File: src/hw/rtl/tpfm_pkg.sv
// Shared types and constants for the thermal process fault monitor.
`default_nettype none

package tpfm_pkg;

  // Fixed widths of the configuration registers.
  localparam int LIMIT_WIDTH     = 20;
  localparam int WLEN_WIDTH      = 16;
  localparam int THRESH_WIDTH    = 17;
  localparam int FULL_PWR_WIDTH  = 16;

  // Configuration bus geometry.
  localparam int APB_DATA_WIDTH  = 32;
  localparam int APB_ADDR_WIDTH  = 5;
  localparam int REG_IDX_WIDTH   = 3;

  // Register index codes, at byte address 4 * index.
  localparam logic [REG_IDX_WIDTH-1:0] REG_FROZEN_LIMIT        = 3'd0;
  localparam logic [REG_IDX_WIDTH-1:0] REG_WINDOW_LENGTH       = 3'd1;
  localparam logic [REG_IDX_WIDTH-1:0] REG_RISE_THRESHOLD      = 3'd2;
  localparam logic [REG_IDX_WIDTH-1:0] REG_INVERSION_MARGIN    = 3'd3;
  localparam logic [REG_IDX_WIDTH-1:0] REG_FLAT_RISE_THRESHOLD = 3'd4;
  localparam logic [REG_IDX_WIDTH-1:0] REG_FULL_POWER_MIN      = 3'd5;

  // Reset values of the configuration registers.
  localparam logic [LIMIT_WIDTH-1:0]    FROZEN_LIMIT_RST        = 20'd3000;
  localparam logic [WLEN_WIDTH-1:0]     WINDOW_LENGTH_RST       = 16'd600;
  localparam logic [THRESH_WIDTH-1:0]   RISE_THRESHOLD_RST      = 17'd200;
  localparam logic [THRESH_WIDTH-1:0]   INVERSION_MARGIN_RST    = 17'd500;
  localparam logic [THRESH_WIDTH-1:0]   FLAT_RISE_THRESHOLD_RST = 17'd100;
  localparam logic [FULL_PWR_WIDTH-1:0] FULL_POWER_MIN_RST      = 16'd900;

  // Settings used by the window checks.
  typedef struct packed {
    logic [WLEN_WIDTH-1:0]     window_length;
    logic [THRESH_WIDTH-1:0]   rise_threshold;
    logic [THRESH_WIDTH-1:0]   inversion_margin;
    logic [THRESH_WIDTH-1:0]   flat_rise_threshold;
    logic [FULL_PWR_WIDTH-1:0] full_power_min;
  } window_cfg_t;

endpackage

`default_nettype wire

File: src/hw/rtl/tpfm_ifs.sv
// Valid/ready channel interfaces for the tick words and the fault flag words.
`default_nettype none

interface tpfm_tick_if #(
  parameter int TEMP_WIDTH  = 18,
  parameter int POWER_WIDTH = 16
);
  logic                          valid;
  logic                          ready;
  logic signed [TEMP_WIDTH-1:0]  filament_temp;
  logic                          filament_valid;
  logic signed [TEMP_WIDTH-1:0]  heat_temp;
  logic                          heat_valid;
  logic [POWER_WIDTH-1:0]        heater_power;
  logic                          heating_on;

  modport source (
    output valid, filament_temp, filament_valid, heat_temp, heat_valid,
           heater_power, heating_on,
    input  ready
  );
  modport sink (
    input  valid, filament_temp, filament_valid, heat_temp, heat_valid,
           heater_power, heating_on,
    output ready
  );
endinterface

interface tpfm_flags_if;
  logic valid;
  logic ready;
  logic filament_frozen;
  logic heat_frozen;
  logic zones_inverted;
  logic power_without_rise;
  logic fault_any;

  modport source (
    output valid, filament_frozen, heat_frozen, zones_inverted,
           power_without_rise, fault_any,
    input  ready
  );
  modport sink (
    input  valid, filament_frozen, heat_frozen, zones_inverted,
           power_without_rise, fault_any,
    output ready
  );
endinterface

`default_nettype wire

File: src/hw/rtl/tpfm_frozen.sv
// Per-sensor frozen reading detector with a saturating repeat counter.
`default_nettype none

module tpfm_frozen #(
  parameter int TEMP_WIDTH         = 18,
  parameter int FROZEN_COUNT_WIDTH = 20
) (
  input  wire logic                                clk,
  input  wire logic                                rst,
  input  wire logic                                step,
  input  wire logic [TEMP_WIDTH-1:0]               reading,
  input  wire logic                                reading_valid,
  input  wire logic [tpfm_pkg::LIMIT_WIDTH-1:0]    frozen_limit,
  output logic                                     frozen
);
  import tpfm_pkg::*;

  localparam int CW = (FROZEN_COUNT_WIDTH > LIMIT_WIDTH) ? FROZEN_COUNT_WIDTH
                                                          : LIMIT_WIDTH;

  logic [TEMP_WIDTH-1:0]         last_reading;
  logic [FROZEN_COUNT_WIDTH-1:0] same_count;
  logic                          track_seeded;
  logic                          frozen_reported;

  logic                          same;
  logic [FROZEN_COUNT_WIDTH-1:0] count_inc;

  // The repeat count stops at all ones; the limit test uses the bumped count.
  always_comb begin
    same      = (reading == last_reading);
    count_inc = (same_count == '1) ? same_count : same_count + 1'b1;
    frozen    = reading_valid && track_seeded && same && !frozen_reported &&
                (CW'(count_inc) >= CW'(frozen_limit));
  end

  // History update on each valid reading.
  always_ff @(posedge clk) begin
    if (rst) begin
      last_reading    <= '0;
      same_count      <= '0;
      track_seeded    <= 1'b0;
      frozen_reported <= 1'b0;
    end else if (step && reading_valid) begin
      if (!track_seeded) begin
        last_reading <= reading;
        same_count   <= '0;
        track_seeded <= 1'b1;
      end else if (!same) begin
        last_reading    <= reading;
        same_count      <= '0;
        frozen_reported <= 1'b0;
      end else begin
        same_count <= count_inc;
        if (frozen) begin
          frozen_reported <= 1'b1;
        end
      end
    end
  end

endmodule

`default_nettype wire

File: src/hw/rtl/tpfm_window.sv
// Windowed zone inversion and power-without-rise checks.
`default_nettype none

module tpfm_window #(
  parameter int TEMP_WIDTH         = 18,
  parameter int POWER_WIDTH        = 16,
  parameter int WINDOW_COUNT_WIDTH = 16
) (
  input  wire logic                          clk,
  input  wire logic                          rst,
  input  wire logic                          step,
  input  wire logic signed [TEMP_WIDTH-1:0]  filament_temp,
  input  wire logic                          filament_valid,
  input  wire logic signed [TEMP_WIDTH-1:0]  heat_temp,
  input  wire logic                          heat_valid,
  input  wire logic [POWER_WIDTH-1:0]        heater_power,
  input  wire logic                          heating_on,
  input  wire tpfm_pkg::window_cfg_t         cfg,
  output logic                               zones_inverted,
  output logic                               power_without_rise
);
  import tpfm_pkg::*;

  localparam int SW  = ((TEMP_WIDTH > THRESH_WIDTH) ? TEMP_WIDTH : THRESH_WIDTH) + 2;
  localparam int WCW = (WINDOW_COUNT_WIDTH > WLEN_WIDTH) ? WINDOW_COUNT_WIDTH
                                                          : WLEN_WIDTH;
  localparam int PW  = (POWER_WIDTH > FULL_PWR_WIDTH) ? POWER_WIDTH : FULL_PWR_WIDTH;

  logic [WINDOW_COUNT_WIDTH-1:0] window_count;
  logic signed [TEMP_WIDTH-1:0]  filament_start;
  logic signed [TEMP_WIDTH-1:0]  heat_start;
  logic                          window_seeded;
  logic                          powered_whole_window;
  logic                          heated_in_window;

  logic                          both_ok;
  logic [WINDOW_COUNT_WIDTH-1:0] count_inc;
  logic                          window_end;
  logic                          powered_next;
  logic                          heated_next;
  logic signed [SW-1:0]          fv, hv, fs, hs;
  logic signed [SW-1:0]          rise_s, margin_s, flat_s;
  logic                          fil_rose;
  logic                          no_lead;
  logic                          heat_flat;

  // Tracking flags include this tick before the window end is judged.
  always_comb begin
    both_ok      = filament_valid && heat_valid;
    count_inc    = (window_count == '1) ? window_count : window_count + 1'b1;
    window_end   = both_ok && window_seeded &&
                   (WCW'(count_inc) >= WCW'(cfg.window_length));
    powered_next = powered_whole_window && heating_on &&
                   (PW'(heater_power) >= PW'(cfg.full_power_min));
    heated_next  = heated_in_window || (heating_on && (heater_power != '0));
  end

  // Exact signed differences against zero-extended thresholds.
  always_comb begin
    fv       = SW'(filament_temp);
    hv       = SW'(heat_temp);
    fs       = SW'(filament_start);
    hs       = SW'(heat_start);
    rise_s   = SW'(signed'({1'b0, cfg.rise_threshold}));
    margin_s = SW'(signed'({1'b0, cfg.inversion_margin}));
    flat_s   = SW'(signed'({1'b0, cfg.flat_rise_threshold}));
    fil_rose = (fv - fs) >= rise_s;
    no_lead  = hv < (fv + margin_s);
    heat_flat = (hv - hs) < flat_s;
    zones_inverted     = window_end && heated_next && fil_rose && no_lead;
    power_without_rise = window_end && powered_next && heat_flat;
  end

  // Window seeding, tracking and restart.
  always_ff @(posedge clk) begin
    if (rst) begin
      window_count         <= '0;
      filament_start       <= '0;
      heat_start           <= '0;
      window_seeded        <= 1'b0;
      powered_whole_window <= 1'b1;
      heated_in_window     <= 1'b0;
    end else if (step) begin
      if (!both_ok) begin
        window_seeded <= 1'b0;
      end else if (!window_seeded) begin
        filament_start       <= filament_temp;
        heat_start           <= heat_temp;
        window_count         <= '0;
        powered_whole_window <= 1'b1;
        heated_in_window     <= 1'b0;
        window_seeded        <= 1'b1;
      end else begin
        powered_whole_window <= powered_next;
        heated_in_window     <= heated_next;
        window_count         <= count_inc;
        if (window_end) begin
          window_seeded <= 1'b0;
        end
      end
    end
  end

endmodule

`default_nettype wire

File: src/hw/rtl/thermal_process_fault_monitor_core.sv
// Top level of the thermal process fault monitor: channels, registers, checks.
`default_nettype none

// One tick word is accepted per clock while the result register is not
// stalled, and each yields exactly one flag word. A word is captured in an
// input register, evaluated combinationally against the frozen and window
// state, and the flags land in a result register, so a flag word is presented
// once its tick word has passed the input register and the result register.
// Throughput is one word per cycle while the result register is not stalled;
// a stalled result register holds the input register, which then stops
// acceptance. Settings are written over the APB port at byte address 4 * index
// (frozen_limit, window_length, rise_threshold, inversion_margin,
// flat_rise_threshold, full_power_min) by the user only while no word is in flight; the block does not enforce this.
module thermal_process_fault_monitor_core #(
  parameter int TEMP_WIDTH         = 18,
  parameter int POWER_WIDTH        = 16,
  parameter int FROZEN_COUNT_WIDTH = 20,
  parameter int WINDOW_COUNT_WIDTH = 16
) (
  input  wire logic                                  clk,
  input  wire logic                                  rst,
  tpfm_tick_if.sink                                  tick,
  tpfm_flags_if.source                               flags,
  input  wire logic                                  psel,
  input  wire logic                                  penable,
  input  wire logic                                  pwrite,
  input  wire logic [tpfm_pkg::APB_ADDR_WIDTH-1:0]   paddr,
  input  wire logic [tpfm_pkg::APB_DATA_WIDTH-1:0]   pwdata,
  output logic [tpfm_pkg::APB_DATA_WIDTH-1:0]        prdata,
  output logic                                       pready
);
  import tpfm_pkg::*;

  // Configuration registers.
  logic [LIMIT_WIDTH-1:0]    frozen_limit;
  window_cfg_t               wcfg;
  logic [REG_IDX_WIDTH-1:0]  reg_idx;
  logic                      cfg_write;

  assign pready    = 1'b1;
  assign reg_idx   = paddr[APB_ADDR_WIDTH-1:2];
  assign cfg_write = psel && penable && pwrite;

  always_ff @(posedge clk) begin
    if (rst) begin
      frozen_limit             <= FROZEN_LIMIT_RST;
      wcfg.window_length       <= WINDOW_LENGTH_RST;
      wcfg.rise_threshold      <= RISE_THRESHOLD_RST;
      wcfg.inversion_margin    <= INVERSION_MARGIN_RST;
      wcfg.flat_rise_threshold <= FLAT_RISE_THRESHOLD_RST;
      wcfg.full_power_min      <= FULL_POWER_MIN_RST;
    end else if (cfg_write) begin
      unique case (reg_idx)
        REG_FROZEN_LIMIT:        frozen_limit <= pwdata[LIMIT_WIDTH-1:0];
        REG_WINDOW_LENGTH:       wcfg.window_length <= pwdata[WLEN_WIDTH-1:0];
        REG_RISE_THRESHOLD:      wcfg.rise_threshold <= pwdata[THRESH_WIDTH-1:0];
        REG_INVERSION_MARGIN:    wcfg.inversion_margin <= pwdata[THRESH_WIDTH-1:0];
        REG_FLAT_RISE_THRESHOLD: wcfg.flat_rise_threshold <= pwdata[THRESH_WIDTH-1:0];
        REG_FULL_POWER_MIN:      wcfg.full_power_min <= pwdata[FULL_PWR_WIDTH-1:0];
        default: begin
        end
      endcase
    end
  end

  // Register readback.
  always_comb begin
    unique case (reg_idx)
      REG_FROZEN_LIMIT:        prdata = APB_DATA_WIDTH'(frozen_limit);
      REG_WINDOW_LENGTH:       prdata = APB_DATA_WIDTH'(wcfg.window_length);
      REG_RISE_THRESHOLD:      prdata = APB_DATA_WIDTH'(wcfg.rise_threshold);
      REG_INVERSION_MARGIN:    prdata = APB_DATA_WIDTH'(wcfg.inversion_margin);
      REG_FLAT_RISE_THRESHOLD: prdata = APB_DATA_WIDTH'(wcfg.flat_rise_threshold);
      REG_FULL_POWER_MIN:      prdata = APB_DATA_WIDTH'(wcfg.full_power_min);
      default:                 prdata = '0;
    endcase
  end

  // Input register and result register handshake.
  logic                          in_full;
  logic                          out_full;
  logic                          advance;
  logic                          accept;
  logic signed [TEMP_WIDTH-1:0]  in_fil;
  logic                          in_fil_ok;
  logic signed [TEMP_WIDTH-1:0]  in_heat;
  logic                          in_heat_ok;
  logic [POWER_WIDTH-1:0]        in_power;
  logic                          in_heating;

  assign advance    = in_full && (!out_full || flags.ready);
  assign tick.ready = !in_full || advance;
  assign accept     = tick.valid && tick.ready;
  assign flags.valid = out_full;

  always_ff @(posedge clk) begin
    if (rst) begin
      in_full <= 1'b0;
    end else if (accept) begin
      in_full <= 1'b1;
    end else if (advance) begin
      in_full <= 1'b0;
    end
  end

  always_ff @(posedge clk) begin
    if (accept) begin
      in_fil     <= tick.filament_temp;
      in_fil_ok  <= tick.filament_valid;
      in_heat    <= tick.heat_temp;
      in_heat_ok <= tick.heat_valid;
      in_power   <= tick.heater_power;
      in_heating <= tick.heating_on;
    end
  end

  // Check units.
  logic fil_frozen;
  logic heat_frozen;
  logic inverted;
  logic no_rise;

  tpfm_frozen #(
    .TEMP_WIDTH         (TEMP_WIDTH),
    .FROZEN_COUNT_WIDTH (FROZEN_COUNT_WIDTH)
  ) u_frozen_fil (
    .clk           (clk),
    .rst           (rst),
    .step          (advance),
    .reading       (in_fil),
    .reading_valid (in_fil_ok),
    .frozen_limit  (frozen_limit),
    .frozen        (fil_frozen)
  );

  tpfm_frozen #(
    .TEMP_WIDTH         (TEMP_WIDTH),
    .FROZEN_COUNT_WIDTH (FROZEN_COUNT_WIDTH)
  ) u_frozen_heat (
    .clk           (clk),
    .rst           (rst),
    .step          (advance),
    .reading       (in_heat),
    .reading_valid (in_heat_ok),
    .frozen_limit  (frozen_limit),
    .frozen        (heat_frozen)
  );

  tpfm_window #(
    .TEMP_WIDTH         (TEMP_WIDTH),
    .POWER_WIDTH        (POWER_WIDTH),
    .WINDOW_COUNT_WIDTH (WINDOW_COUNT_WIDTH)
  ) u_window (
    .clk                (clk),
    .rst                (rst),
    .step               (advance),
    .filament_temp      (in_fil),
    .filament_valid     (in_fil_ok),
    .heat_temp          (in_heat),
    .heat_valid         (in_heat_ok),
    .heater_power       (in_power),
    .heating_on         (in_heating),
    .cfg                (wcfg),
    .zones_inverted     (inverted),
    .power_without_rise (no_rise)
  );

  // Result register.
  always_ff @(posedge clk) begin
    if (rst) begin
      out_full <= 1'b0;
    end else if (advance) begin
      out_full <= 1'b1;
    end else if (flags.ready) begin
      out_full <= 1'b0;
    end
  end

  always_ff @(posedge clk) begin
    if (advance) begin
      flags.filament_frozen    <= fil_frozen;
      flags.heat_frozen        <= heat_frozen;
      flags.zones_inverted     <= inverted;
      flags.power_without_rise <= no_rise;
      flags.fault_any          <= fil_frozen || heat_frozen || inverted || no_rise;
    end
  end

endmodule

`default_nettype wire
File: src/flat_wrapper.sv
// flat-port wrapper written by rule: the top's interface ports become plain ports
module thermal_process_fault_monitor_core_flat import tpfm_pkg::*;
#(
  parameter int TEMP_WIDTH         = 18,
  parameter int POWER_WIDTH        = 16,
  parameter int FROZEN_COUNT_WIDTH = 20,
  parameter int WINDOW_COUNT_WIDTH = 16
)
  (clk, rst, psel, penable, pwrite, paddr, pwdata, prdata, pready, tick_valid, tick_filament_temp, tick_filament_valid, tick_heat_temp, tick_heat_valid, tick_heater_power, tick_heating_on, tick_ready, flags_valid, flags_filament_frozen, flags_heat_frozen, flags_zones_inverted, flags_power_without_rise, flags_fault_any, flags_ready);
  tpfm_tick_if #(.TEMP_WIDTH(TEMP_WIDTH), .POWER_WIDTH(POWER_WIDTH)) tick_i ();
  tpfm_flags_if flags_i ();
  input  wire logic clk;
  input  wire logic rst;
  input  wire logic psel;
  input  wire logic penable;
  input  wire logic pwrite;
  input  wire logic [tpfm_pkg::APB_ADDR_WIDTH-1:0] paddr;
  input  wire logic [tpfm_pkg::APB_DATA_WIDTH-1:0] pwdata;
  output logic [tpfm_pkg::APB_DATA_WIDTH-1:0] prdata;
  output logic pready;
  input wire logic [$bits(tick_i.valid)-1:0] tick_valid;
  input wire logic [$bits(tick_i.filament_temp)-1:0] tick_filament_temp;
  input wire logic [$bits(tick_i.filament_valid)-1:0] tick_filament_valid;
  input wire logic [$bits(tick_i.heat_temp)-1:0] tick_heat_temp;
  input wire logic [$bits(tick_i.heat_valid)-1:0] tick_heat_valid;
  input wire logic [$bits(tick_i.heater_power)-1:0] tick_heater_power;
  input wire logic [$bits(tick_i.heating_on)-1:0] tick_heating_on;
  output wire logic [$bits(tick_i.ready)-1:0] tick_ready;
  output wire logic [$bits(flags_i.valid)-1:0] flags_valid;
  output wire logic [$bits(flags_i.filament_frozen)-1:0] flags_filament_frozen;
  output wire logic [$bits(flags_i.heat_frozen)-1:0] flags_heat_frozen;
  output wire logic [$bits(flags_i.zones_inverted)-1:0] flags_zones_inverted;
  output wire logic [$bits(flags_i.power_without_rise)-1:0] flags_power_without_rise;
  output wire logic [$bits(flags_i.fault_any)-1:0] flags_fault_any;
  input wire logic [$bits(flags_i.ready)-1:0] flags_ready;
  assign tick_i.valid = tick_valid;
  assign tick_i.filament_temp = tick_filament_temp;
  assign tick_i.filament_valid = tick_filament_valid;
  assign tick_i.heat_temp = tick_heat_temp;
  assign tick_i.heat_valid = tick_heat_valid;
  assign tick_i.heater_power = tick_heater_power;
  assign tick_i.heating_on = tick_heating_on;
  assign tick_ready = tick_i.ready;
  assign flags_valid = flags_i.valid;
  assign flags_filament_frozen = flags_i.filament_frozen;
  assign flags_heat_frozen = flags_i.heat_frozen;
  assign flags_zones_inverted = flags_i.zones_inverted;
  assign flags_power_without_rise = flags_i.power_without_rise;
  assign flags_fault_any = flags_i.fault_any;
  assign flags_i.ready = flags_ready;
  thermal_process_fault_monitor_core #(.TEMP_WIDTH(TEMP_WIDTH), .POWER_WIDTH(POWER_WIDTH), .FROZEN_COUNT_WIDTH(FROZEN_COUNT_WIDTH), .WINDOW_COUNT_WIDTH(WINDOW_COUNT_WIDTH)) u_core (.clk(clk), .rst(rst), .tick(tick_i), .flags(flags_i), .psel(psel), .penable(penable), .pwrite(pwrite), .paddr(paddr), .pwdata(pwdata), .prdata(prdata), .pready(pready));
endmodule
File: config.mk
export PLATFORM = sky130hd
export DESIGN_NAME = thermal_process_fault_monitor_core_flat
export DESIGN_NICKNAME = d
export VERILOG_FILES = /design/src/hw/rtl/tpfm_pkg.sv /design/src/hw/rtl/tpfm_ifs.sv /design/src/hw/rtl/tpfm_frozen.sv /design/src/hw/rtl/tpfm_window.sv /design/src/hw/rtl/thermal_process_fault_monitor_core.sv /design/src/flat_wrapper.sv
export SDC_FILE = /design/constraint.sdc
export NUM_CORES = 1
export LEC_CHECK = 0
export BUFFER_PORTS_ARGS = -buffer_cell sky130_fd_sc_hd__buf_2
export CORE_ASPECT_RATIO = 0.9
export CORE_MARGIN = 4
export CORE_UTILIZATION = 52
export DETAILED_ROUTE_END_ITERATION = 10
export GPL_TIMING_DRIVEN = 0
export PLACE_DENSITY_LB_ADDON = 0.08
export SYNTH_ARGS = -nofsm -noshare
export SYNTH_HDL_FRONTEND = slang
export SYNTH_SLANG_ARGS = --single-unit
File: constraint.sdc
create_clock -name clk -period 11.45 [get_ports clk]
set_input_delay 0.5725 -clock clk [delete_from_list [all_inputs] [get_ports clk]]
set_output_delay 0.5725 -clock clk [all_outputs]
set_load 0.01 [all_outputs]
======== Yosys cells after proc, flatten, opt, wreduce, memory -nomap -nowiden ========
Cells that the tools add are included.
word-level totals
  flip-flop bits (word level) ............. 300
  output and inout bits ................... 40
  input bits .............................. 99
  logic and storage cells ................. 138
operators by class
  add/sub/neg operators ................... 6
  bitwise gates (word level) .............. 1
  mux-type cells .......................... 26
  equality and inequality tests ........... 14
  reductions and logical operators ........ 51
  $lt $le $gt $ge ......................... 7
operators by type and width
  operator                 count
  $mux W20                 6
  $pmux W20 S6             1
  $mux W18                 4
  $add A20 B1 Y20 const B  2
  $eq A20 B20 Y1 const B   2
  $ge A20 B20 Y1           2
  $sub A18 B18 Y19         2
  $eq A18 B18 Y1           2
  $ge A16 B16 Y1           2
  $mux W16                 2
  $logic_and A1 B1 Y1      25
  $add A18 B18 Y19         1
  $ge A19 B18 Y1           1
  $lt A18 B19 Y1           1
  $lt A19 B18 Y1           1
  $reduce_and A2 Y1        9
  $add A16 B1 Y16 const B  1
  $eq A16 B16 Y1 const B   1
  $reduce_bool A16 Y1      1
  $mux W1                  13
  $reduce_and A3 Y1        3
  $eq A3 B2 Y1 const B     2
  $eq A3 B3 Y1 const B     2
  $logic_or A1 B1 Y1       6
  7 further kinds          13

======== Logic depth before layout (Yosys ltp) ========
Gate-level depths: netlist of the first run.
  word-level depth ........................ 9
  depth in mapped cells ................... 21
  gate-level depth less buffers ........... 21

======== Hierarchy ========
Synthesis of the first run repeated with hierarchy kept, for this count alone.
second synthesis, totals
  cells, all modules ...................... 2,260
  area, all modules ....................... 19,347.3 um^2
modules (own cells, without submodules)
  module                              cells each  instances  seq. area each (um^2)  area each (um^2)
  tpfm_window                         941         1          1,101.1                6,932.9
  thermal_process_fault_monitor_core  637         1          3,903.7                6,879.1
  tpfm_frozen                         341         2          800.8                  2,767.7

======== Worst setup path before layout of the first run ========
OpenSTA, ideal clock, no wires.
  path kind ............................... register -> register
  start point ............................. reg u_core.in_fil[0]
  end point ............................... reg u_core.flags.fault_any, data pin
  stages on the path, launching flop included .. 19
  path slack .............................. 6.862 ns
  data arrival time ....................... 4.317 ns
  path buffers ............................ 0
  period minus slack after synthesis ...... 4.588 ns
  required time ........................... 11.178 ns
  library setup time ...................... 0.272 ns
  cells stage by stage .................... edfxtp_1 ha_1 fa_1 a211oi_1 nor2_1 or4_1 a31oi_1 nand2b_1 a21oi_1 o41ai_1 o2111ai_1 a211o_1 ha_1 nand2_1 o21bai_1 nor4b_1 or4_1 nor2_1 or4_1
on the way
  elaborated cells between the ends (all ways) .. 13
  those cells by class .................... add/sub (2); order compare (2); eq/ne (1); reduce/logical (8)
RTL lines
  what                                 line                                       text
  start, declared                      thermal_process_fault_monitor_core.sv:84   logic signed [TEMP_WIDTH-1:0] in_fil;
  start signal, assigned               thermal_process_fault_monitor_core.sv:108  in_fil <= tick.filament_temp;
  $sub A18 B18 Y19                     tpfm_window.sv:67                          fil_rose = (fv - fs) >= rise_s;
  $ge A19 B18 Y1                       tpfm_window.sv:67
  $logic_and A1 B1 Y1                  tpfm_window.sv:70                          zones_inverted = window_end && heated_next && fil_rose && no_lead;
  $logic_and A1 B1 Y1 (*)              tpfm_window.sv:70
  named net u_core.inverted            thermal_process_fault_monitor_core.sv:120  logic inverted;
  $logic_or A1 B1 Y1 (*) (2 in a row)  thermal_process_fault_monitor_core.sv:185  flags.fault_any <= fil_frozen || heat_frozen || inverted || no_rise;
  end signal, assigned                 thermal_process_fault_monitor_core.sv:185
  end, declared                        tpfm_ifs.sv:40                             power_without_rise, fault_any,
Mark *: on every way through the listed nets, which the timed path passes. The rest lies on a longest branch.
A chain may end at the register's enable or synchronous reset.

======== Final worst setup path of the first run ========
Ends and elaborated chain as after synthesis.

==> results of run 1 <==
-- worst max-delay path, cell delays in order (launching register included) --
cell and delay, ns:
edfxtp_1 0.52, ha_1 0.27, fa_1 0.43, a211oi_1 0.25
nor2_1 0.09, or4_1 0.41, a31oi_1 0.24, nand2b_1 0.16
a21oi_1 0.09, o41ai_1 0.45, o2111ai_1 0.25, a211o_1 0.35
ha_1 0.33, nand4_1 0.16, mux2i_1 0.19, o21ai_0 0.09
or4_1 0.56, nor2_1 0.41, or4_1 0.18
-- final cells by class --
class	count	area, sq um	area share
clock inverter	12	96.3	0.00472
inverter	146	548	0.0268
buffer	103	519	0.0254
sequential	300	6610	0.324
clock buffer	48	1030	0.0504
timing repair buffer	112	563	0.0276
antenna	1	2.50	0.000123
multi-input combinational	1642	10500	0.513
tap	462	578	0.0283
-- layout by cell type (no fill, tap or decap), drive strengths merged, types with 6 or more instances in the layout --
cell type / netlist / final
nand3: 63 / 63
a31oi: 15 / 15
mux2i: 20 / 20
nor2: 158 / 158
nor3b: 8 / 8
o21a: 16 / 16
and4: 7 / 7
or4: 7 / 7
o21bai: 9 / 9
dfxtp: 240 / 240
buf: 22 / 134
a211o: 24 / 24
xnor2: 66 / 66
inv: 146 / 150
nor2b: 10 / 10
clkbuf: 80 / 128
nand2b: 24 / 24
nand2: 361 / 361
edfxtp: 60 / 60
xor2: 55 / 55
o2111ai: 6 / 6
and3: 16 / 16
nor3: 26 / 26
clkinv: 0 / 6
a21oi: 232 / 232
conb: 2 / 13
nand3b: 6 / 6
a21o: 31 / 31
a22oi: 75 / 75
ha: 179 / 179
o21ai: 75 / 75
nor4: 21 / 21
nand4: 23 / 23
and2: 14 / 14
a211oi: 14 / 14
or3: 16 / 16
-- final timing paths --
path / end / slack (ns)
min: u_core.in_power[5] / 0.21
max: u_core.flags.fault_any / 5.91
max reg2reg: u_core.flags.fault_any / 5.91
min reg2reg: u_core.u_window.heat_start[12] / 0.45
-- power groups by stage --
stage               logic [mW]  registers, mW  clock network (mW)
CTS                      0.294           1.13                1.12
detailed placement       0.291           1.16                   0
floorplan                0.199           1.14                   0
global placement         0.284           1.16                   0
finish                   0.297           1.13                1.11
global route             0.332           1.13                1.17
-- registers in the layout (all words and copies together) (netlist names), 16 cells and up --
name / count
u_core.frozen_limit: 20
u_core.in_fil: 18
u_core.in_heat: 18
u_core.in_power: 16
u_core.u_frozen_fil.last_reading: 18
u_core.u_frozen_fil.same_count: 20
u_core.u_frozen_heat.last_reading: 18
u_core.u_frozen_heat.same_count: 20
u_core.u_window.filament_start: 18
u_core.u_window.heat_start: 18
u_core.u_window.window_count: 16
u_core.wcfg: 83
-- per-layer routing --
metal,GRT usage,share of wire
met5,0,0
met4,0.0801,0.027
met3,0.0544,0.084
met2,0.479,0.45
met1,0.414,0.44
-- stage by stage --
step	utilization	hold WS, ns
floorplan	-	0.436
global placement	0.563	0.442
detailed placement	0.564	0.448
CTS	0.597	0.204
global route	0.597	0.204
finish	0.597	0.214
-- logic make-up after synthesis --
kind of cell,Yosys count
other cells,2
flops,300
xor+xnor,121
compound gates,535
buf+inv,249
simple gates,767
mux,24
fa+ha+maj,182
==> results_dict.tcl, run 1 <==
set metrics [dict create \
    maxCapViolations 0 \
    design_area_sq_um 20400 \
    wl_per_cell_microns 20.3 \
    setup_ws_ns 5.91 \
    die_area_sq_um 37800 \
    avgSynthCellArea_sq_um 8.30 \
    cts_resized 0 \
    rr_worst_depth 18 \
    p_int_mw 1.87 \
    drt_wl_total_microns 57200 \
    rsz0062_at_grt "false" \
    fillers 3156 \
    power_frac_comb 0.117 \
    layout.cells.non_filler 2826 \
    end_kind "flip-flop" \
    power_frac_seq 0.446 \
    clock_power_share 0.437 \
    max_freq_mhz 180 \
    drc_errors 0 \
    fin_crit_sh 0.484 \
    reg2reg_from "u_core.in_fil[0]" \
    synth-compound-area-share 0.183 \
    switchingPower_mw 0.667 \
    synthAdderAreaFrac 0.127 \
    synthXorXnorAreaFrac 0.0586 \
    whs_path_depth 1 \
    yosys.area.top_type "dfxtp_1" \
    cp.arrival_ns 5.94 \
    cts_hold_buf 0 \
    synth_top_family_by_area "simple AND/OR/NAND/NOR gates" \
    hold_path.class "input pin to flip-flop" \
    startpoint "u_core.in_fil[0]" \
    worstMarginPinSlew_ns 1.20 \
    grt_max_degree 56 \
    drive_gt1_frac 0.0910 \
    synthTopCellsByCount "361 x nand2_1, 240 x dfxtp_1, 232 x a21oi_1" \
    clk_root_buffer_cell "clkbuf_16" \
    yosysMostFrequentCell "nand2_1" \
    overflow 0 \
    dpl.cell_count 2765 \
    worstSetupPathType "flip-flop to flip-flop" \
    p_sw_frac 0.263 \
    maxSlewHeadroom 0.202 \
    core_area_sq_um 34200 \
    setup_tns_ns 0 \
    synthMuxAreaShare 0.0136 \
    worstPathRequired_ns 11.85 \
    critPathLaunchType "flip-flop" \
    place_ws_ns 6.05 \
    place.gp.congestion 0.998 \
    port_buffers 111 \
    holdCritStartpoint "tick_heater_power[5]" \
    yosys_warnings 0 \
    initial_core_util 0.529 \
    cts_setup_buffers 0 \
    finalSetupViolCount 0 \
    power.total_mw 2.54 \
    dr.first_iter.drc_count 1667 \
    hold_viol 0 \
    grt_pass1_wl_microns 87700 \
    synth_ff_type "dfxtp_1" \
    cts_sinks 300 \
    dieHeight_microns 185 \
    outcome "finished, final reports clean" \
    yosysSeqAreaShare 0.365 \
    first_pass_iters 5 \
    synthSimpleGateAreaFrac 0.193 \
    ys_ff_latch 300 \
    synthToLayoutAreaGrowth_pct 12.9 \
    cts_buffers 34 \
    nets 2620 \
    clock_skew_ns 0.0234 \
    clk_path_buf_depth 3 \
    syn_inst 2180 \
    final-max-slew-violation-count 0 \
    worst-path-max-fanout 5 \
    async_reset_ff_frac 0 \
    peakVddDrop_mv 0.121 \
    p_leak_nw 8.10 \
    die_width_microns 205 \
    ys_top_cells_by_area "dfxtp_1 27%, ha_1 12%, edfxtp_1 10%" \
    min_period_ns 5.54 \
    antenna_found_initial 1 \
    ys_types 76 \
    grt_usage 0.297 \
    powerDensity_nw_per_um2 124 \
    vias 16400 \
    cts_tree "done" \
    avgViaCountPerCell 5.80 \
    cts.reportedPaths.clkPinSlew_ns 0.06 \
    placed_cell_area_sq_um 19300 \
    ant_nets 0 \
    cts_max_level 2 \
    syn_area_sq_um 18100 \
    num_io_pins 139 \
    clock_latency_ns 0.53 \
    rows 64 \
    hpwl_microns 44100 \
    grt_pass1_vias 15300 \
    synth_top_area_share 0.266 \
    synth_edf_count 60 \
]
Note: power is estimated with default switching activity, not from simulation.
==> inputs of run 2 (changes only) <==
--- a/config.mk
+++ b/config.mk
@@ -5,6 +5,7 @@
 export SDC_FILE = /design/constraint.sdc
 export NUM_CORES = 1
 export LEC_CHECK = 0
+export ABC_AREA = 1
 export BUFFER_PORTS_ARGS = -buffer_cell sky130_fd_sc_hd__buf_2
 export CORE_ASPECT_RATIO = 0.9
 export CORE_MARGIN = 4
==> constraint.sdc (replaced) <==
create_clock -name clk -period 5 [get_ports clk]
set_input_delay 0.25 -clock clk [delete_from_list [all_inputs] [get_ports clk]]
set_output_delay 0.25 -clock clk [all_outputs]
set_load 0.01 [all_outputs]
==> run 2 against run 1 <==
  * Fmax up 38%
  * Sequential share of layout area down 1.6 points
  * Setup slack worse by 4.9 ns
  * Critical path depth up 2
  * Sequential cell count unchanged
  * Cell area up 5.3%
  * Register-to-register slack worse by 4.9 ns
  * Count of clock-buffer cells in the layout unchanged
  * Non-clock buffer count up 36
  * Hold slack worse by 0.17 ns
  * Combinational power rose to 2.9 times the previous value
  * Via count up 6.6%
  * Critical endpoint unchanged
  * Largest cell class unchanged
==> results_dict.tcl, run 2 <==
set metrics [dict create \
    outcome "finished, final reports clean" \
    switchingPower_mw 1.65 \
    drc_errors 0 \
    synthToLayoutAreaGrowth_pct 16.3 \
    async_reset_ff_frac 0 \
    largest_reg_flops 83 \
    syn_inst 2421 \
    drive_gt1_frac 0.107 \
    critPathLaunchType "flip-flop" \
    final-max-slew-violation-count 0 \
    slowest_delay_ns 0.52 \
    yosys_warnings 0 \
    num_antenna_cells 0 \
    synth_edf_count 60 \
    dieHeight_microns 187 \
    overflow 0 \
    synthTopCellsByCount "439 x nand2_1, 306 x a21oi_1, 295 x inv_1" \
    cts_tree "done" \
    core_area_sq_um 35100 \
    hold_viol 0 \
    clk_path_buf_depth 3 \
    yosysMostFrequentCell "nand2_1" \
    fillers 3142 \
    layout_commonest_cell "nand2_1" \
    setup_tns_ns 0 \
    yosys.area.top_type "dfxtp_1" \
    clk_root_buffer_cell "clkbuf_16" \
    hpwl_microns 44800 \
    cts_sinks 300 \
    avgSynthCellArea_sq_um 7.64 \
    ys_ff_latch 300 \
    grt_pass1_vias 16400 \
    cp_top_family "adder cells" \
    ant_nets 0 \
    p_sw_frac 0.263 \
    vias 17500 \
    power_frac_comb 0.138 \
    synth_top_area_share 0.260 \
    crit_top_cell "nand2_1" \
    cts.reportedPaths.clkPinSlew_ns 0.06 \
    clock_latency_ns 0.54 \
    hold_slack_ns 0.0454 \
    ys_types 63 \
    peakVddDrop_mv 0.278 \
    fin_crit_sh 0.803 \
    synth_ff_type "dfxtp_1" \
    dr.first_iter.drc_count 1781 \
    cts_max_level 2 \
    worstMarginPinSlew_ns 0.993 \
    cts_buffers 35 \
    powerDensity_nw_per_um2 292 \
    die_width_microns 207 \
    worst-path-max-fanout 5 \
    startpoint "u_core.in_fil[0]" \
    rsz0062_at_grt "false" \
    slowest_stage "edfxtp_1" \
    worstSetupPathType "flip-flop to flip-flop" \
    end_kind "flip-flop" \
    clock_skew_ns 0.0192 \
    maxCapViolations 0 \
    rows 65 \
    die_area_sq_um 38600 \
    power_frac_seq 0.415 \
    finalSetupViolCount 0 \
    layout_common_cells "439 x nand2_1, 306 x a21oi_1, 294 x inv_1, 240 x dfxtp_1, 188 x o21ai_0" \
    maxSlewHeadroom 0.338 \
    cp.arrival_ns 4.27 \
    max_freq_mhz 249 \
    ys_top_cells_by_area "dfxtp_1 26%, ha_1 12%, edfxtp_1 9.7%" \
    yosysSeqAreaShare 0.357 \
    initial_core_util 0.527 \
    first_pass_iters 6 \
    antenna_found_initial 2 \
    port_buffers 109 \
    grt_pass1_wl_microns 90200 \
    avgViaCountPerCell 5.58 \
    p_leak_nw 9.44 \
    grt_max_degree 31 \
    worstPathRequired_ns 5.26 \
    hold_path.class "input pin to flip-flop" \
    reg2reg_from "u_core.in_fil[0]" \
    power.total_mw 6.28 \
    regMostFlops "u_core.wcfg" \
    crit_chain "ha_1 -> fa_1 -> nand2_1 -> o211ai_1 -> nand2_1 -> nand2_1 -> a21boi_0 -> o21ai_0 -> xnor2_1 -> ha_1 -> nand2_1 -> inv_1 -> nor2_1 -> o21ai_0 -> a21oi_1 -> nand4_1 -> nand2_1 -> inv_1 -> nand4_1 -> nand3_1" \
    syn_area_sq_um 18500 \
    nets 2916 \
    grt_usage 0.296 \
    clock_power_share 0.447 \
    worst-path-buf-inv 2 \
    wl_per_cell_microns 18.8 \
    p_int_mw 4.63 \
    num_io_pins 139 \
    holdCritStartpoint "pwdata[18]" \
    place.gp.congestion 0.968 \
    drt_wl_total_microns 58800 \
    min_period_ns 4.02 \
]
[run 2: changes by cell type after synthesis, moves of 15 or more]
cell	change
inv_1	+149
o21ai_0	+115
nand2_1	+78
a21oi_1	+74
a22oi_1	-65
clkbuf_1	-32
a21o_1	-27
a211o_1	-24
nand2b_1	-24
buf_2	+19
mux2i_1	-18
nand2_2	+16
nor4_1	-15
or3_1	-15
[run 2: cell families after synthesis]
family | Yosys count | synth area share
compound gates | 605 | 0.178
fa+ha+maj | 182 | 0.124
mux | 2 | 0.00108
simple gates | 827 | 0.200
flops | 300 | 0.357
other cells | 2 | 0.000406
buf+inv | 391 | 0.0858
xor+xnor | 112 | 0.0531
[run 2: worst min-delay path, stage by stage]
cell	delay, ns
buf_2	0.08
o21ai_0	0.08
a21oi_1	0.11
[run 2: path summary, 6_finish.rpt]
check | to | slack (ns) | cells after the start
worst max-delay path | u_core.flags.fault_any | 0.98 | 20
worst min-delay path | u_core.frozen_limit[18] | 0.05 | 3
worst max register to register | u_core.flags.fault_any | 0.98 | 20
worst min register to register | u_core.u_frozen_heat.frozen_reported | 0.45 | 2
[run 2: power groups by stage]
stage               clock [mW]  combinational (mW)  sequential, mW
floorplan                    0               0.569            2.63
global placement             0               0.791            2.66
detailed placement           0               0.817            2.65
CTS                       2.85               0.856            2.60
global route              2.95               0.979            2.61
finish                    2.81               0.867            2.61
[run 2: cell type report]
cell class	instances	area, sq um	area share
multi-input combinational	1741	10300	0.481
sequential	300	6610	0.307
inverter	306	1150	0.0534
timing repair buffer	166	1130	0.0524
clock buffer	48	1030	0.0479
tap	469	587	0.0273
buffer	85	437	0.0203
clock inverter	14	224	0.0104
[run 2: per-stage QoR]
step / cells / util / instance area, sq um / worst slack (ns)
floorplan: 2432 / - / 18500 / 1.83
global placement: 3010 / 0.561 / 19700 / 1.18
detailed placement: 3011 / 0.561 / 19700 / 1.12
CTS: 3129 / 0.613 / 21500 / 1.02
global route: 3129 / 0.613 / 21500 / 0.633
finish: 3129 / 0.613 / 21500 / 0.983
[run 2: repair_timing]
action	in CTS	in global routing
resized for setup	0	0
setup endpoints to repair	0	0
setup buffers	0	0
endpoints found under the hold margin	56	0
hold buffers	56	0
[run 2: per-layer routing]
layer	track usage	part of all wire
met4	0.112	0.042
met5	0	0
met1	0.432	0.46
met2	0.446	0.43
met3	0.0400	0.076
==> inputs of run 3 (changes only) <==
--- a/config.mk
+++ b/config.mk
@@ -5,7 +5,7 @@
 export SDC_FILE = /design/constraint.sdc
 export NUM_CORES = 1
 export LEC_CHECK = 0
-export ABC_AREA = 1
+export ABC_AREA = 0
 export BUFFER_PORTS_ARGS = -buffer_cell sky130_fd_sc_hd__buf_2
 export CORE_ASPECT_RATIO = 0.9
 export CORE_MARGIN = 4
==> constraint.sdc (replaced) <==
create_clock -name clk -period 3.35 [get_ports clk]
set_input_delay 0.1675 -clock clk [delete_from_list [all_inputs] [get_ports clk]]
set_output_delay 0.1675 -clock clk [all_outputs]
set_load 0.01 [all_outputs]
==> run 3 against run 2 <==
  * The flow now finishes with violations (setup timing)
  * Global-route usage rose by 1.6 points
  * Routed wire length up 3.6%
  * Largest power group is now sequential cells
  * First-iteration DRC count down 13%
  * Critical endpoint unchanged
==> results_dict.tcl, run 3 (synthesis results as in run 1) <==
set metrics [dict create \
    violations "setup timing" \
    fin_crit_sh 1.44 \
    cts_tree "done" \
    crit_chain "buf_4 -> ha_2 -> fa_2 -> a211oi_2 -> nor2_1 -> or4_1 -> a31oi_2 -> nand2b_4 -> a21oi_2 -> o41ai_4 -> o21bai_1 -> xnor2_1 -> ha_1 -> nand4_1 -> nor2_1 -> o31a_1 -> nor4b_1 -> or4_4 -> nor2_4 -> or4_1" \
    max_freq_mhz 207 \
    setup_ws_ns -1.47 \
    clk_path_buf_depth 3 \
    power.total_mw 8.76 \
    num_antenna_cells 0 \
    nets 2766 \
    port_buffers 111 \
    p_leak_nw 8.93 \
    hold_path.class "input pin to flip-flop" \
    regMostFlops "u_core.wcfg" \
    regArea_sq_um 6650 \
    layout_common_cells "358 x nand2_1, 220 x dfxtp_1, 219 x a21oi_1, 171 x ha_1, 152 x nor2_1" \
    core_area_sq_um 34200 \
    worstPathRequired_ns 3.63 \
    avgViaCountPerCell 5.75 \
    maxSlewHeadroom 0.0681 \
    end_kind "flip-flop" \
    die_width_microns 205 \
    design_area_sq_um 22400 \
    hpwl_microns 44100 \
    dpl.cell_count 2765 \
    clock_skew_ns 0.0264 \
    layout_commonest_cell "nand2_1" \
    powerDensity_nw_per_um2 390 \
    fillers 2878 \
    rows 64 \
    vias 17100 \
    grt_max_degree 56 \
    place.gp.congestion 0.964 \
    wl_per_cell_microns 20.5 \
    largest_reg_flops 83 \
    setup_tns_ns -4.67 \
    maxCapViolations 0 \
    multiInputGateArea_sq_um 11100 \
    initial_core_util 0.529 \
    antenna_found_initial 0 \
    placed_cell_area_sq_um 19400 \
    cts.reportedPaths.clkPinSlew_ns 0.06 \
    drc_errors 0 \
    worstSetupPathType "flip-flop to flip-flop" \
    cp_top_family "simple AND/OR/NAND/NOR gates" \
    grt_pass1_wl_microns 91100 \
    die_area_sq_um 37800 \
    grt_pass1_vias 15900 \
    gr-usage-met1 0.409 \
    dr.first_iter.drc_count 1551 \
    top_usage_layer "met2" \
    grt_usage 0.311 \
    num_io_pins 139 \
    layout.cells.non_filler 2972 \
    peakVddDrop_mv 0.396 \
    clock_latency_ns 0.54 \
    clk_root_buffer_cell "clkbuf_16" \
    slowest_stage "edfxtp_1" \
    ant_nets 0 \
    outcome "finished, violations left" \
    dieHeight_microns 185 \
    grtUsageMet3 0.0702 \
    cts_max_level 2 \
    met2_usage 0.509 \
    finalSetupViolCount 7 \
    hold_viol 0 \
    cts_buffers 34 \
    cts_sinks 300 \
    worst-path-buf-inv 1 \
    cp.arrival_ns 5.11 \
    worst-path-max-fanout 3 \
    drt_wl_total_microns 60900 \
    overflow 0 \
    worstMarginPinSlew_ns 1.39 \
    rsz0062_at_grt "true" \
    min_period_ns 4.82 \
    first_pass_iters 7 \
    drive_gt1_frac 0.161 \
    final-max-slew-violation-count 0 \
    synthToLayoutAreaGrowth_pct 24.0 \
    slowest_delay_ns 0.44 \
    critPathLaunchType "flip-flop" \
]
[run 3: cell count changes in the layout (fill, tap and decap cells not counted), sizes merged, moves of 18 or more]
cell         delta
a211o          +24
buf            +59
a21oi          -83
nor2           -23
nand2         -102
a21o           +27
clkbuf         +40
a22oi          +65
dlygate4sd3    +18
mux2i          +18
o21ai         -128
inv           -158
nand2b         +24
[run 3: through the flow]
stage,setup WS [ns],utilization,hold slack [ns]
3_5_place_dp,-2.00,0.568,0.346
2_1_floorplan,-1.03,-,0.266
5_1_grt,-1.67,0.656,0.0234
6_report,-1.47,0.656,0.0112
4_1_cts,-1.38,0.645,0.00254
3_3_place_gp,-2.01,0.567,0.343
[run 3: timing repair]
item,4_1_cts,5_1_grt
hold buffers,74,0
buffers inserted,54,25
pin swaps,62,56
endpoints found under the hold margin,110,0
gates resized for setup,102,61
setup endpoints to repair,73,50
[run 3: worst min-delay path: stages]
cell     delay (ns)
buf_2          0.20
nand2_1        0.09
a21oi_1        0.05
[run 3: layer usage]
layer  wire (microns)  part of all wire
met2            27900              0.46
met5               43           0.00071
met1            25400              0.42
met3             5330             0.087
met4             2180             0.036
[run 3: power by group]
| part | total [mW] | switching [mW] | internal (mW) |
|---|---|---|---|
| sequential | 3.86 | 0.0931 | 3.76 |
| combinational | 1.21 | 0.697 | 0.510 |
| clock | 3.69 | 1.56 | 2.13 |
[run 3: final cells by class]
type / count / share of cell area
Tap cell: 462 / 0.0258
Inverter: 146 / 0.0244
Clock buffer: 56 / 0.0466
Clock inverter: 5 / 0.00134
Timing Repair Buffer: 263 / 0.0857
Sequential cell: 300 / 0.296
Buffer: 98 / 0.0227
Multi-Input combinational cell: 1642 / 0.497
[run 3: path summary, 6_finish.rpt]
path	startpoint	endpoint	slack (ns)	cells after the start
max	u_core.in_fil[0]	u_core.flags.fault_any	-1.47	20
min	pwdata[2]	u_core.wcfg[69]	0.01	3
max reg2reg	u_core.in_fil[0]	u_core.flags.fault_any	-1.47	20
min reg2reg	u_core.u_window.heat_start[8]	u_core.u_window.heat_start[8]	0.45	2
